<file path="src/sv/smsd_ram.sv">
// generic single write port ram with registered read
// no dependencies

module smsd_ram #(
   parameter int unsigned WIDTH = 16,
   parameter int unsigned DEPTH = 256
) (
   input  logic                                          clock,
   input  logic                                          wr_en,
   input  logic [((DEPTH > 1) ? $clog2(DEPTH) : 1)-1:0]  wr_addr,
   input  logic [WIDTH-1:0]                              wr_data,
   input  logic [((DEPTH > 1) ? $clog2(DEPTH) : 1)-1:0]  rd_addr,
   output logic [WIDTH-1:0]                              rd_data
);

   logic [WIDTH-1:0] mem [DEPTH];
   logic [WIDTH-1:0] rd_data_ff;

   always_ff @(posedge clock) begin
      if (wr_en) begin
         mem[wr_addr] <= wr_data;
      end
      rd_data_ff <= mem[rd_addr];
   end

   assign rd_data = rd_data_ff;

endmodule

</file>
<file path="config.mk">
export PLATFORM = sky130hd
export DESIGN_NAME = smsd_ram
export DESIGN_NICKNAME = d
export VERILOG_FILES = /design/src/sv/smsd_ram.sv
export SDC_FILE = /design/constraint.sdc
export NUM_CORES = 2
export LEC_CHECK = 0
export BUFFER_PORTS_ARGS = -buffer_cell sky130_fd_sc_hd__buf_2
export CORE_ASPECT_RATIO = 0.7
export CORE_MARGIN = 4
export CORE_UTILIZATION = 50
export CTS_BUF_LIST = sky130_fd_sc_hd__clkbuf_16
export CTS_CLUSTER_DIAMETER = 200
export DETAILED_ROUTE_END_ITERATION = 7
export PLACE_DENSITY_LB_ADDON = 0.1
export SLEW_MARGIN = 20
export SYNTH_ARGS = -nofsm -noshare
export SYNTH_HDL_FRONTEND = slang
export SYNTH_SLANG_ARGS = --single-unit
</file>
<file path="constraint.sdc">
create_clock -name clock -period 5.45 [get_ports clock]
set_clock_uncertainty 0.15 [all_clocks]
set_input_delay 1.3625 -clock clock [delete_from_list [all_inputs] [get_ports clock]]
set_output_delay 1.3625 -clock clock [all_outputs]
set_load 0.05 [all_outputs]
</file>
* Word-level counts from Yosys, hierarchy flattened
Memory sizes are Yosys's and may differ from the RTL's. A register that Yosys moved wholly into a read port is not among the register bits.
Cells that the tools add are included.
** Operators by class
- Reduce and logical (&&, ||, !) cells :: 0
- $add $sub $neg :: 0
- Bitwise gates (word level) :: 0
- $lt $le $gt $ge :: 0
- Equality and inequality tests :: 0
- Shift-type cells :: 0
- Divide/modulo/power cells :: 0
- Muxes and demuxes :: 2
- $mul :: 0
** Operators with widths (number)
- $mux 1 :: 2
** Storage, ports and cells
- Memories :: 1
- RAM bits :: 4096
- Word-level logic and storage cells :: 3
- Input bits :: 34
- Bits in registers :: 0
- ROM bits :: 0
- Output and inout bits :: 16
- Latch bits :: 0
** Memories
- mem :: depth 256, bits a word 16, rd ports 1, clocked after memory_dff 1, wr ports 1, line 16 : logic [WIDTH-1:0] mem [DEPTH];

* Longest topological paths before layout
- Depth after elaboration :: 2
- Depth in mapped cells :: 12
- Gate-level depth less buffers :: 6

* Worst setup path after synthesis
No wires, ideal clock.
- Kind :: input -> register
- Start point :: input wr_addr[3] (netlist name)
- End point :: memory mem[235][0], enable pin
- Setup time :: 0.388 ns
- Slack :: 1.772 ns
- Arrival :: 3.139 ns
- Data required time :: 4.912 ns
- Stages on the path :: 6
- Path buffers :: 3
- Cells stage by stage :: clkbuf_1 > nor2b_1 > clkbuf_1 > nand4_1 > clkbuf_1 > nor2_1
** RTL lines
- from (decl) :: line 10 : input logic [((DEPTH > 1) ? $clog2(DEPTH) : 1)-1:0] wr_addr,
- to (decl) :: line 16
Straight into the memory's write port.

==> impl_metrics.tcl <==
set metrics [dict create \
    ant_nets 0 \
    yosysTopAreaCell "edfxtp_1" \
    drive_gt1_share_pct 26.8 \
    multi_input_area_sq_um 33100 \
    cts_tree "yes" \
    synth_cell_types 52 \
    place_congestion 0.886 \
    path_max_fanout 27 \
    cts_buffers 386 \
    min_path_type "in2reg" \
    numPlacedInstances 11800 \
    area_delta_synth_final_pct 13.3 \
    grt_overflow 0 \
    start_util_pct 50.4 \
    drv_slew 0 \
    clkSlewWorstSetupHoldPaths_ps 70 \
    first_pass_iters 6 \
    clock_latency_ps 930 \
    crit_required_ps 6060 \
    ir_drop_mv 0.308 \
    nNetsFinal 8012 \
    crit_path_top_delay_cell "o32ai_1" \
    drc 0 \
    cts_resized 0 \
    fillers 23100 \
    timing.fmax_mhz 213 \
    regArea_sq_um 123000 \
    avgSynthCellArea_sq_um 21.6 \
    finalNonFillerCells 12500 \
    post_cts_buffers 0 \
    grt_pass1_wl_microns 617000 \
    drt_iter0_drc 11200 \
    grt_usage_pct 26.9 \
    tightestPinTransition_ps 1240 \
    routed_wl_microns 443000 \
    avgRoutedWirePerCell_microns 35.5 \
    post-place-ws_ps -45.3 \
    rr_startpoint "mem[3][10]" \
    setup_ws_ps 747 \
    antenna_found_initial 28 \
    root_buffer "clkbuf_16" \
    coreArea_sq_um 315000 \
    fin_total_pwr_mw 64.4 \
    synth.most_common_cell "edfxtp_1" \
    start_kind "input pin" \
    syn_area_sq_um 159000 \
    worstHoldStart "wr_data[2]" \
    hold_viol_final 0 \
    yosysWarningCount 0 \
    leakage_nw 57.7 \
    synth-main-ff-cell "edfxtp_1" \
    ys_seq_area_share_pct 77.7 \
    post-route-util_pct 57.1 \
    num_io_pins 50 \
    final.period_utilization_pct 86.3 \
    htree_num_levels 5 \
    die_area_sq_um 327000 \
    rsz0062_at_grt "no" \
    relSlewSlack_pct 16.7 \
    setup_viol 0 \
    crit_path_cell_trace "buf_12 > buf_12 > buf_4 > buf_4 > mux4_2 > mux2_2 > a22oi_1 > buf_4 > nand2_1 > o32ai_1 > nor4_1" \
    synth_fp_nets 7394 \
    cts_hold_buf 0 \
    clkSinkCount 4112 \
    synthTopCellsByArea "edfxtp_1 77%, mux4_2 11%, mux2i_1 3.6%" \
    fp.dieH_microns 479 \
    grt_pass1_vias 78000 \
    row_count 172 \
    netlist_top_cells_count "4096 x edfxtp_1, 797 x mux4_2, 565 x mux2i_1, 304 x nor2_1, 252 x o221ai_1" \
    fp.dieW_microns 681 \
    cts_buffer_depth 4 \
    crit_type "in2reg" \
    avgViaCountPerCell 6.46 \
    synth_top_area_share_pct 77.5 \
    port_buffers 49 \
    power_density_nw_per_um2 358 \
    endpoint_kind "flop" \
    grt_max_degree 163 \
    worstSetupStartpoint "rd_addr[0]" \
    crit_top_cell "buf_4" \
    drv_cap 0 \
    arrival_ps 5310 \
    vias 80500 \
    dp_hpwl_microns 269000 \
    yosys_register_bits 4112 \
    cpPeakStageDelay_ps 1070 \
    synth_edf_count 4096 \
    status "completed" \
    async_reset_ff_share_pct 0 \
    finalCriticalPeriod_ps 4700 \
    netlist_instances 7360 \
]
==> cell families after synthesis <==
logic type	synth area share, %
compound gates	3.54
buf+inv	1.69
flops	77.7
mux	15.5
simple gates	1.57
==> cells in the final DEF (no fill, tap or decap), types with 37 or more instances in the layout <==
cell type,count
inv_1,94
buf_4,558
nor3_1,85
nor2_2,108
edfxtp_1,4096
nor2_1,195
o22ai_1,148
mux2i_1,565
buf_12,76
clkinv_2,72
clkinv_1,89
o221ai_1,252
mux2_2,88
a21oi_1,175
mux4_2,797
a22oi_1,43
clkbuf_16,398
nand2_1,37
==> power breakdown <==
part	leakage (nW)	switching (mW)	internal, mW
sequential	36.9	0.0520	34.9
clock	6.30	11.4	14.6
combinational	14.4	2.30	1.18
==> layer usage <==
layer	vias to the layer above	global-route usage [%]	part of all wire [%]
met3	581	6.08	10
met2	3943	39.0	44
met1	43400	41.9	43
li1	32600	-	-
met4	4	6.29	2.4
met5	-	0	0.016
==> metrics by stage <==
stage / setup TNS (ps) / area, sq um / hold WS (ps)
after floorplan: 0 / 159000 / 704
after global placement: -412 / 168000 / 819
after detailed placement: -45.3 / 168000 / 865
after CTS: 0 / 180000 / 655
after global routing: 0 / 180000 / 685
final: 0 / 180000 / 719
==> path summary, 6_finish.rpt <==
check / endpoint / slack [ps] / cells after the start
setup / recovery: rd_data[10] / 750 / 11
hold / removal: mem[108][2] / 720 / 1
setup reg to reg: rd_data[10] / 1860 / 7
hold reg to reg: rd_data[11] / 900 / 6
==> critical path: cells and delay by family <==
family,cells,cell delay (ps)
AOI/OAI and AO/OA,2,1560
buffers and inverters,5,1200
muxes,2,810
and+or+nand+nor,2,300
==> sequential cells by signal, summed over array words and instances (netlist names) <==
signal   cells
rd_data     16
mem       4096
==> final cells by class <==
type | instances | share of cell area, %
well taps | 4176 | 2.91
clock buffers | 398 | 5.54
inverters | 4 | 0.0153
repair buffers | 682 | 3.41
multi-input cells | 2792 | 18.4
flip-flops and latches | 4112 | 68.6
clock inverters | 298 | 1.15
diodes | 10 | 0.0139
Note: power is estimated with default switching activity, not from simulation.
