===== config.mk =====
export PLATFORM = sky130hd
export DESIGN_NAME = smsd_cell
export DESIGN_NICKNAME = d
export VERILOG_FILES = /design/src/sv/smsd_pkg.sv /design/src/sv/smsd_cell.sv
export SDC_FILE = /design/constraint.sdc
export NUM_CORES = 1
export LEC_CHECK = 0
export ABC_AREA = 0
export BUFFER_PORTS_ARGS = -buffer_cell sky130_fd_sc_hd__buf_2
export CAP_MARGIN = 20
export CORE_MARGIN = 2
export CORE_UTILIZATION = 40
export CTS_BUF_LIST = sky130_fd_sc_hd__clkbuf_8
export CTS_CLUSTER_DIAMETER = 50
export DETAILED_ROUTE_END_ITERATION = 8
export GPL_ROUTABILITY_DRIVEN = 0
export GPL_TIMING_DRIVEN = 0
export PLACE_DENSITY = 0.64
export REMOVE_ABC_BUFFERS = 1
export SYNTH_ARGS = -nofsm -noshare
export SYNTH_HDL_FRONTEND = slang
export SYNTH_SLANG_ARGS = --single-unit

===== constraint.sdc =====
create_clock -name clock -period 4.17 [get_ports clock]
set_input_delay 0.417 -clock clock [delete_from_list [all_inputs] [get_ports clock]]
set_output_delay 0.417 -clock clock [all_outputs]
set_load 0.03 [all_outputs]

===== src/sv/smsd_pkg.sv =====
// shared constants and types for the sliding median spike detector
// no dependencies

package smsd_pkg;

   localparam int unsigned WINDOW_MAX_DEF  = 256;
   localparam int unsigned SAMPLE_BITS_DEF = 16;

   localparam int unsigned LEN_W      = 9;
   localparam int unsigned NOTICE_W   = 24;
   localparam logic [NOTICE_W-1:0] NOTICE_MAX = {NOTICE_W{1'b1}};

   localparam int unsigned CSR_ADDR_W     = 3;
   localparam int unsigned CSR_DATA_W     = 32;
   localparam int unsigned REG_WINDOW_LEN = 0;
   localparam logic [LEN_W-1:0] WINDOW_LEN_RESET = LEN_W'(1);

   typedef struct packed {
      logic clear;
      logic update;
      logic remove;
   } smsd_cell_ctl_type;

endpackage


===== src/sv/smsd_cell.sv =====
// one cell of the sorted window chain: removes the oldest value and inserts the new one
// depends on smsd_pkg

module smsd_cell
   import smsd_pkg::*;
#(
   parameter int unsigned SAMPLE_BITS = SAMPLE_BITS_DEF
) (
   input  logic                     clock,
   input  logic                     reset,
   input  smsd_cell_ctl_type        ctl,
   input  logic [SAMPLE_BITS-1:0]   sample,
   input  logic [SAMPLE_BITS-1:0]   old,
   input  logic [SAMPLE_BITS:0]     left_w,
   input  logic [SAMPLE_BITS:0]     right_key,
   output logic [SAMPLE_BITS:0]     w_out,
   output logic [SAMPLE_BITS:0]     key
);

   localparam int unsigned KEY_W = SAMPLE_BITS + 1;
   localparam logic [KEY_W-1:0] KEY_EMPTY = {1'b1, {SAMPLE_BITS{1'b0}}};

   logic [KEY_W-1:0] key_ff;
   logic [KEY_W-1:0] key_in;
   logic [KEY_W-1:0] sample_key;
   logic [KEY_W-1:0] old_key;

   assign sample_key = KEY_W'(sample);
   assign old_key    = KEY_W'(old);

   // list after removal, as seen from this slot
   assign w_out = (ctl.remove && (key_ff >= old_key)) ? right_key : key_ff;

   always_comb begin
      priority if (ctl.clear) begin
         key_in = KEY_EMPTY;
      end else if (ctl.update) begin
         priority if (w_out <= sample_key) begin
            key_in = w_out;
         end else if (left_w <= sample_key) begin
            key_in = sample_key;
         end else begin
            key_in = left_w;
         end
      end else begin
         key_in = key_ff;
      end
   end

   always_ff @(posedge clock) begin
      if (reset) begin
         key_ff <= KEY_EMPTY;
      end else begin
         key_ff <= key_in;
      end
   end

   assign key = key_ff;

endmodule


**Word-level counts from Yosys, hierarchy flattened**

Index checks and enable logic that the tools add are counted.

- $lt $le $gt $ge: 3
- Multiplexer cells: 3
- Reduce and logical (&&, ||, !) cells: 2

Operators by type and width:

| operator | number |
|---|---|
| two-way mux 17 bit | 3 |
| <= comparator 17 x 16 -> 1 bit | 2 |
| >= comparator 17 x 16 -> 1 bit | 1 |
| OR reduction 2 bit | 1 |
| logical AND 1 bit | 1 |

- Register bits: 17
- Input bits: 71
- Output and inout port bits: 34

**Depth between registers and ports, before layout**

Gate-level depths: netlist of run 1.

- Depth after elaboration: 5
- Depth in mapped cells: 18
- Mapped depth without buffers: 15

**Worst setup path before layout of run 1**

OpenSTA, ideal clock, no wires.

- Kind: register to register
- Start: register key_ff[0], in the netlist key[0]
- End: register key_ff[10], in the netlist key[10]
- Arrival time: 4489 ps
- Required time: 4039 ps
- Path slack: -450 ps
- Stages on the path, launching flop included: 18
- Path buffers: 3
- Cell sequence: dfxtp_1 inv_1 ha_1 o21ai_0 a2111oi_4 o21ai_0 nand2_1 buf_4 mux2_2 ha_1 a211oi_1 nor2_1 o31a_1 o31ai_1 nor2b_1 buf_1 buf_2 a221oi_2

- Longest elaborated chain between the ends: 5

Ends and longest elaborated chain:

| element | line | RTL |
|---|---|---|
| start: declaration | smsd_cell.sv:23 | `logic [KEY_W-1:0] key_ff;` |
| start signal: assignment | smsd_cell.sv:54 | `key_ff <= key_in;` |
| >= comparator 17 x 16 -> 1 bit | smsd_cell.sv:32 | `assign w_out = (ctl.remove && (key_ff >= old_key)) ? right_key : key_ff;` |
| logical AND 1 bit | smsd_cell.sv:32 |  |
| two-way mux 17 bit | smsd_cell.sv:32 |  |
| named net w_out[6] | smsd_cell.sv:16 | `output logic [SAMPLE_BITS:0] w_out,` |
| <= comparator 17 x 16 -> 1 bit | smsd_cell.sv:38 | `priority if (w_out <= sample_key) begin` |
| two-way mux 17 bit | smsd_cell.sv:38 |  |

The timed path passes the listed nets, and every way through them passes these cells.
A chain may end at the register's enable or synchronous reset.

**Worst setup path in the final report of run 1**

- Start: register key_ff[5], in the netlist key[5]
- End: register key_ff[8], in the netlist key[8]

- Longest elaborated chain between the ends: 5

Ends and longest elaborated chain:

| element | line |
|---|---|
| >= comparator 17 x 16 -> 1 bit | smsd_cell.sv:32 |
| logical AND 1 bit | smsd_cell.sv:32 |
| two-way mux 17 bit * | smsd_cell.sv:32 |
| <= comparator 17 x 16 -> 1 bit | smsd_cell.sv:38 |
| two-way mux 17 bit * | smsd_cell.sv:38 |

Mark *: on every way between the ends. The rest lies on a longest branch, timed or not.

==> results of run 1 <==
area by class of cell:
type / count / area (um2) / share of cell area (%)
multi-input combinational: 313 / 2710 / 66.1
timing repair buffer: 126 / 741 / 18.1
sequential: 17 / 347 / 8.46
inverter: 34 / 128 / 3.11
tap: 102 / 128 / 3.11
clock buffer: 3 / 41.3 / 1.01
clock inverter: 1 / 3.75 / 0.0916
cell usage after synthesis (2+ instances only):
cell type	n
o21ai_0	38
mux2_2	15
a211oi_1	3
inv_1	34
clkbuf_1	16
a221oi_2	21
dfxtp_1	17
nor2b_1	2
nor2_1	27
o2bb2ai_1	17
o21a_1	3
ha_1	48
buf_2	7
a21oi_1	25
o311a_1	16
and3_1	2
a21o_1	6
nor3_1	19
a221oi_1	12
nand2_1	6
a211o_1	2
nor4b_1	15
nand3_1	9
nand4_1	5
cells in the final DEF, fill, tap and decap left out, drive strengths merged, types with 3 or more instances in the layout:
| cell type | n |
|---|---|
| mux2 | 17 |
| o21a | 3 |
| nand4 | 6 |
| a21o | 6 |
| buf | 126 |
| nand2 | 6 |
| nor4b | 15 |
| inv | 35 |
| clkbuf | 3 |
| o311a | 16 |
| a21oi | 25 |
| nor2 | 27 |
| o21ai | 40 |
| o2bb2ai | 17 |
| nor3 | 19 |
| a211oi | 3 |
| nand3 | 9 |
| dfxtp | 17 |
| ha | 48 |
| a221oi | 33 |
metrics by stage:
step | setup slack [ns] | total power (W) | area [um2]
after floorplan | -1.17 | 0.000486 | 3080
after global placement | -2.71 | 0.000624 | 3720
after detailed placement | -1.54 | 0.000642 | 3810
after CTS | 0.0307 | 0.000803 | 4020
after global routing | -0.00780 | 0.000867 | 4100
final | 0.178 | 0.000819 | 4100
cells by family (layout without fill, tap and decap cells):
logic type               Yosys count  after routing  share of synthesized area, %
AO/OA/AOI/OAI                    154            154                          40.1
adder cells (fa/ha/maj)           48             48                          18.8
buffers and inverters             61            164                          7.93
flip-flops                        17             17                          10.6
multiplexers                      18             18                          6.41
AND/OR/NAND/NOR                   93             93                          16.2
final timing paths:
check             slack [ns]  depth (start not counted)                    to
setup / recovery        0.18                         17   key[8]$_SDFFE_PP0P_
hold / removal          0.43                          2  key[16]$_SDFFE_PP1P_
setup reg to reg        0.18                         17   key[8]$_SDFFE_PP0P_
hold reg to reg         0.59                          2   key[0]$_SDFFE_PP0P_
worst max-delay path: cells and delay by family, from the launching register on:
kind,cells,cell delay [ns]
buffers and inverters,3,0.53
AOI/OAI and AO/OA,9,1.91
adders and majority gates,2,0.59
and+or+nand+nor,2,0.21
DFF,1,0.36
muxes,1,0.28
power groups by stage:
stage	logic (W)	clock network, W	registers [W]
after floorplan	0.000279	0	0.000207
after global placement	0.000432	0	0.000193
after detailed placement	0.000448	0	0.000193
after CTS	0.000479	0.000134	0.000190
after global routing	0.000536	0.000138	0.000193
final	0.000494	0.000133	0.000191
per-layer routing:
| metal | vias up | part of all wire [%] | track usage [%] |
|---|---|---|---|
| li1 | 1774 | - | - |
| met1 | 1719 | 44 | 33.8 |
| met2 | 207 | 46 | 42.9 |
| met3 | 14 | 8.8 | 4.03 |
| met4 | 0 | 1.2 | 4.78 |
| met5 | - | 0 | 0 |
timing repair:
item	4_1_cts	5_1_grt
endpoints found under the setup margin	33	17
resized for setup	13	11
pin swaps	3	2
setup buffers	12	3
gates cloned	0	0
==> results.cfg, run 1 <==
[logic_synthesis]
synth_top_area_share_pct = 18.8
syn_inst = 391
ys.flop_type = dfxtp_1
syn-cell-area_um2 = 3200
yosysSeqAreaShare_pct = 10.6
ys_seq_elements = 17
synth-edff-count = 0
synthDistinctLibCells = 50
yosys_warnings = 0
yosys.area.top_type = ha_1
ys_async_sr_fraction_pct = 0
synth_area_leaders = ha_1 (19%), dfxtp_1 (11%), a221oi_2 (9.8%)
syn_avg_cell_area_um2 = 8.19

[hold_path]
min-delay-start = left_w[16]
hp-class = input port to flop

[floorplanning]
num_rows = 32
die_width_um = 93.5
ioPinCount = 105
die_h_um = 93.5
initial_core_util_pct = 41.4
dieArea_um2 = 8740
coreArea_um2 = 7730

[power]
power_leakage_nw = 1.91
intPower_w = 0.000437
peakVddDrop_uv = 150
power_switching_share_pct = 46.7
powerDensity_nw_per_um2 = 200
p_seq_share_pct = 23.4
power_frac_clock_pct = 16.3
power.switching_w = 0.000382
power_frac_comb_pct = 60.3

[flow_run]
cap_violations = 0

[global_route]
grt.overflow.total = 0
antenna_found_initial = 0
grt_usage_pct = 25.2
grt_pass1_wl_mm = 17.5
grt_max_degree = 34
grt_pass1_vias = 3405

[timing]
period_share_pct = 95.7
max_freq_mhz = 250
skew_ns = 0.00202
setup_tns_ns = 0
worst_slew_pin_slew_ns = 1.02
finalCriticalPeriod_ns = 3.99
fin_hold_ws_ns = 0.435
relSlewSlack_pct = 32.1
drv_slew = 0
setup_viol = 0
final_hold_viol_count = 0

[route]
dr_total_vias = 3714
drt-initial-drc-count = 342
drtAntennaViolNets = 0
first_pass_iters = 5
drt_wl_total_mm = 11.3
vias_per_cell = 6.23
drc_errors = 0
wl_per_cell_um = 19.0

[critical_path]
startpoint_type = flop
timing.rr.start = key[5]$_SDFFE_PP0P_
cp-startpoint = key[5]$_SDFFE_PP0P_
path_max_fanout = 11
cp_slowest_stage_delay_ns = 0.36
crit_path_end_kind = flop
cpMaxStageDelayCell = dfxtp_2
arrival_ns = 4.16
cp.required_ns = 4.34
cp_cell_sequence = ha_1 > a21o_1 > a221oi_4 > nor2_4 > buf_6 > o21ai_2 > nand2_4 > buf_4 > mux2_2 > ha_1 > a21o_1 > a21oi_1 > o21ai_0 > o31ai_4 > o21ai_4 > buf_4 > a221oi_2
crit_type = flop to flop

[final_layout]
drive_gt1_share_pct = 38.7
area_growth_syn_to_layout_pct = 28.0
largest_reg_flops = 17
fin_nets = 614
antenna-diode-count = 0
utilization_pct = 53.0
stdcell_count = 596
fillers = 733

[cts]
cts.sinks = 17
clockBufferDepth = 2
cts_tree = built
htreeDepth = 1
holdBufCountCts = 0
cts-root-buf = clkbuf_8
cts_buffers = 3
clk_latency_ns = 0.26
path_clk_slew_ns = 0.08

[place]
dp_hpwl_mm = 8.27
dp.cells = 576
io_buffers = 104

[outcome]
status = finished clean
Note: power is estimated with default switching activity, not from simulation.
==> run 2: changes to the inputs <==
Settings changed: ABC_AREA 0 to not set, CELL_PAD_IN_SITES_DETAIL_PLACEMENT set to 1, CELL_PAD_IN_SITES_GLOBAL_PLACEMENT set to 1, CORE_UTILIZATION 40 to 35, PLACE_DENSITY 0.64 to 0.76.
==> run 2 against run 1 <==
Against the previous run:
- power rose by 5.7%
- maximum frequency decreased by 2.1%
- global-route usage increased by 1.4 points
- critical path type unchanged
- largest cell class unchanged
- largest power group unchanged
==> results.cfg, run 2 (synthesis results as in run 1) <==
[timing]
setup_slack_ns = 0.0914
period_share_pct = 97.8
max_freq_mhz = 245
skew_ns = 0.00794
relSlewSlack_pct = 26.9
drv_slew = 0
finalCriticalPeriod_ns = 4.08
worst_slew_pin_slew_ns = 1.10
final_hold_viol_count = 0
setup_viol = 0

[place]
dp.cells = 582
dpl_worst_slack_ns = -1.81
io_buffers = 104
dp_hpwl_mm = 9.49

[critical_path]
timing.rr.start = key[8]$_SDFFE_PP0P_
r2r-end = key[1]$_SDFFE_PP0P_
crit_path_end = key[1]$_SDFFE_PP0P_
startpoint_type = flop
crit_path_end_kind = flop
crit_type = flop to flop
arrival_ns = 4.26
cp-startpoint = key[8]$_SDFFE_PP0P_
r2r_slack_ns = 0.09
path_max_fanout = 8
cp.required_ns = 4.35
r2r_cells = 17

[floorplanning]
initial_core_util_pct = 36.4
die_h_um = 99.6
ioPinCount = 105
dieArea_um2 = 9930
coreArea_um2 = 8810
num_rows = 34
die_width_um = 99.6

[final_layout]
drive_gt1_share_pct = 41.4
stdcell_count = 606
largest_reg_flops = 17
fin_nets = 618
area_growth_syn_to_layout_pct = 31.2
fillers = 1089
layout_commonest_cell = buf_2
antenna-diode-count = 0
final_cell_mix = buf_2 (104), ha_1 (46), inv_1 (35), o21ai_0 (35)

[power]
power_leakage_nw = 1.93
peakVddDrop_uv = 93.1
powerDensity_nw_per_um2 = 206

[cts]
clockBufferDepth = 2
htreeDepth = 1
holdBufCountCts = 0
cts_tree = built
clk_latency_ns = 0.27
cts_buffers = 3
cts-root-buf = clkbuf_8
cts.sinks = 17
path_clk_slew_ns = 0.09

[global_route]
grt_usage_pct = 26.6
grt.overflow.total = 0
grt_pass1_wl_mm = 20.9
grt_max_degree = 34
antenna_found_initial = 0
grt_pass1_vias = 4066

[route]
drc_errors = 0
wl_per_cell_um = 22.6
dr_total_vias = 3867
drt-initial-drc-count = 178
drtAntennaViolNets = 0
first_pass_iters = 5
vias_per_cell = 6.38
drt_wl_total_mm = 13.7

[flow_run]
cap_violations = 0

[outcome]
status = finished clean

[hold_path]
hp-class = input port to flop
## run 2: changes by cell type in the layout (fill, tap and decap cells not counted), sizes merged
cell	change
buf	+3
nand2	+1
## run 2: layout make-up
| type | instances | area (um2) | area share (%) |
|---|---|---|---|
| tap | 108 | 135 | 3.22 |
| clock inverter | 1 | 3.75 | 0.0894 |
| inverter | 34 | 128 | 3.04 |
| sequential | 17 | 350 | 8.34 |
| timing repair buffer | 129 | 758 | 18.1 |
| clock buffer | 3 | 41.3 | 0.983 |
| multi-input combinational | 314 | 2780 | 66.3 |
## run 2: critical path, stage by stage (launching register included)
cell and delay (ns):
dfxtp_2 0.38, ha_4 0.30, and3_4 0.21, nand3_2 0.11, a2111oi_4 0.27, buf_4 0.20, o21ai_4 0.10, nand2_4 0.21
mux2_2 0.38, ha_1 0.32, a211oi_2 0.23, nor2_1 0.09, o31a_1 0.29, o31ai_2 0.24, buf_4 0.17, o21ai_4 0.06
buf_6 0.17, a221oi_1 0.25
## run 2: how the worst min path moves through the flow
stage	to	startpoint	cells after the start
6_report	key[16]$_SDFFE_PP1P_	left_w[16]	2
5_1_grt	key[16]$_SDFFE_PP1P_	left_w[16]	2
4_1_cts	key[16]$_SDFFE_PP1P_	left_w[16]	2
3_5_place_dp	key[0]$_SDFFE_PP0P_	key[0]$_SDFFE_PP0P_	2
3_3_place_gp	key[0]$_SDFFE_PP0P_	key[0]$_SDFFE_PP0P_	2
2_1_floorplan	key[16]$_SDFFE_PP1P_	ctl[1]	1
## run 2: what timing repair did
item,4_1_cts,5_1_grt
buffers inserted,15,3
endpoints found under the setup margin,33,17
pin swaps,3,3
gates resized for setup,18,23
cloned,1,0
## run 2: per-layer routing
layer / global-route usage, % / share of wire (%)
met1: 32.8 / 42
met2: 48.1 / 50
met5: 0 / 0
met3: 3.79 / 5.7
met4: 7.48 / 1.8
## run 2: power by group
group          total, W  internal [W]  switching, W
clock          0.000142     0.0000660     0.0000760
combinational  0.000533      0.000210      0.000323
sequential     0.000191      0.000172     0.0000190
## run 2: per-stage QoR
step                hold slack, ns  setup TNS, ns  util, %  instance area [um2]  total power [W]
detailed placement           0.642         -28.52     43.3                 3810         0.000655
floorplan                    0.562         -18.52        -                 3080         0.000486
CTS                          0.460              0     46.2                 4070         0.000831
finish                       0.435              0     47.7                 4200         0.000866
global placement             0.610         -48.02     42.4                 3730         0.000631
global route                 0.445          -1.49     47.7                 4200         0.000913
==> run 3: changes to the inputs <==
Settings changed: CORE_UTILIZATION 35 to 41, PLACE_DENSITY 0.76 to 0.84.
Clock period 4.17 ns to 4.85 ns, I/O delays scaled along.
==> run 3 against run 2 <==
Against the previous run:
- final area decreased by 4.1%
- cell count decreased by 1.7%
- clock power decreased by 12%
- largest power group unchanged
==> results.cfg, run 3 (synthesis results as in run 1) <==
[place]
dp_hpwl_mm = 9.14
placed_cell_area_um2 = 3810
dpl_worst_slack_ns = -0.990
io_buffers = 104

[power]
powerDensity_nw_per_um2 = 180
power_leakage_nw = 1.90
peakVddDrop_uv = 123

[critical_path]
crit_path_end = key[14]$_SDFFE_PP0P_
startpoint_type = flop
cp-startpoint = key[8]$_SDFFE_PP0P_
crit_path_end_kind = flop
cp.buffers_inverters = 2
cp_top_family = compound AO/OA/AOI/OAI gates
cp_num_cells = 16
cp_cell_sequence = ha_1 > and3_1 > a221oi_2 > nor2_4 > buf_6 > o21ai_0 > nand2_4 > mux2_2 > ha_1 > a211oi_1 > nor2_1 > o31a_1 > o31ai_2 > o21ai_4 > buf_12 > a221oi_1
cp_common_cell = ha_1
crit_type = flop to flop
timing.rr.start = key[8]$_SDFFE_PP0P_
r2r-end = key[14]$_SDFFE_PP0P_
r2r_slack_ns = 0.13
cp.required_ns = 5.02
arrival_ns = 4.89
path_max_fanout = 13
cp_slowest_stage_delay_ns = 0.48
r2r_cells = 16
cpMaxStageDelayCell = dfxtp_1

[timing]
skew_ns = 0.00501
relSlewSlack_pct = 32.7
period_share_pct = 97.3
max_freq_mhz = 212
finalCriticalPeriod_ns = 4.72
setup_viol = 0
drv_slew = 0
setup_slack_ns = 0.132
final_hold_viol_count = 0
worst_slew_pin_slew_ns = 1.01

[outcome]
status = finished clean

[floorplanning]
initial_core_util_pct = 41.9
ioPinCount = 105
dieArea_um2 = 8530
die_h_um = 92.4
num_rows = 32
die_width_um = 92.4
coreArea_um2 = 7650

[route]
drc_errors = 0
wl_per_cell_um = 21.8
dr_wl_met2_mm = 6.63
vias_per_cell = 6.43
routedLengthMet1_mm = 5.30
dr_total_vias = 3830
drtAntennaViolNets = 0
first_pass_iters = 5
wl_met3_um = 807
dr.max_layer_used = met4
drt-initial-drc-count = 281
drt_wl_total_mm = 13.0

[final_layout]
fillers = 987
final_cell_mix = buf_2 (104), ha_1 (48), o21ai_0 (38)
antenna-diode-count = 0
fin_area_um2 = 4030
layout_commonest_cell = buf_2
drive_gt1_share_pct = 36.6
area_growth_syn_to_layout_pct = 25.9
fin_nets = 614
largest_reg_flops = 17

[cts]
cts_buffers = 3
htreeDepth = 1
clk_latency_ns = 0.27
cts-root-buf = clkbuf_8
cts_tree = built
clockBufferDepth = 2
holdBufCountCts = 0
path_clk_slew_ns = 0.09
cts.sinks = 17

[global_route]
grt_usage_pct = 28.5
grt_max_degree = 34
grt_pass1_vias = 3833
antenna_found_initial = 0
grt_pass1_wl_mm = 19.4
grt.overflow.total = 0

[hold_path]
hp-class = input port to flop

[flow_run]
cap_violations = 0
run 3: cell types whose count changed in the layout (fill, tap and decap cells not counted), sizes merged:
cell	previous run	this run
buf	129	126
nand2	7	6
run 3: layout make-up:
type | instances | area [um2] | share of cell area (%)
multi-input combinational | 313 | 2650 | 65.8
timing repair buffer | 126 | 737 | 18.3
sequential | 17 | 340 | 8.44
inverter | 34 | 128 | 3.17
tap | 102 | 128 | 3.17
clock buffer | 3 | 41.3 | 1.02
clock inverter | 1 | 3.75 | 0.0931
run 3: layer usage:
metal | vias to the layer above | GRT usage, %
met3 | 26 | 2.60
met5 | - | 0
li1 | 1772 | -
met1 | 1842 | 36.1
met2 | 190 | 49.6
met4 | 0 | 11.6
run 3: timing repair:
action	CTS	global route
cloned	0	0
pin swaps	1	1
setup endpoints to repair	17	17
setup buffers	4	11
gates resized for setup	8	0
hold endpoints to repair	0	0
run 3: worst min-delay path by stage:
stage | depth (start not counted) | slack [ns] | from | to
after floorplan | 1 | 0.63 | ctl[1] | key[16]$_SDFFE_PP1P_
after global placement | 2 | 0.61 | key[0]$_SDFFE_PP0P_ | key[0]$_SDFFE_PP0P_
after detailed placement | 2 | 0.63 | key[0]$_SDFFE_PP0P_ | key[0]$_SDFFE_PP0P_
after CTS | 2 | 0.51 | left_w[16] | key[16]$_SDFFE_PP1P_
after global routing | 2 | 0.52 | left_w[16] | key[16]$_SDFFE_PP1P_
final | 2 | 0.50 | left_w[16] | key[16]$_SDFFE_PP1P_
run 3: through the flow:
step / util [%] / hold slack (ns) / cells / TNS [ns] / power [W]
6_report: 52.7 / 0.503 / 596 / 0 / 0.000726
2_1_floorplan: - / 0.630 / 364 / -7.10 / 0.000418
3_5_place_dp: 49.8 / 0.627 / 576 / -15.60 / 0.000559
3_3_place_gp: 48.7 / 0.612 / 570 / -33.80 / 0.000537
5_1_grt: 52.7 / 0.517 / 596 / -0.00795 / 0.000758
4_1_cts: 51.2 / 0.513 / 584 / 0 / 0.000690
run 3: power breakdown:
group	internal [W]	switching [W]	leakage (nW)
registers	0.000148	0.0000156	0.139
clock network	0.0000568	0.0000686	0.0269
logic	0.000171	0.000266	1.74
total	0.000376	0.000350	1.90
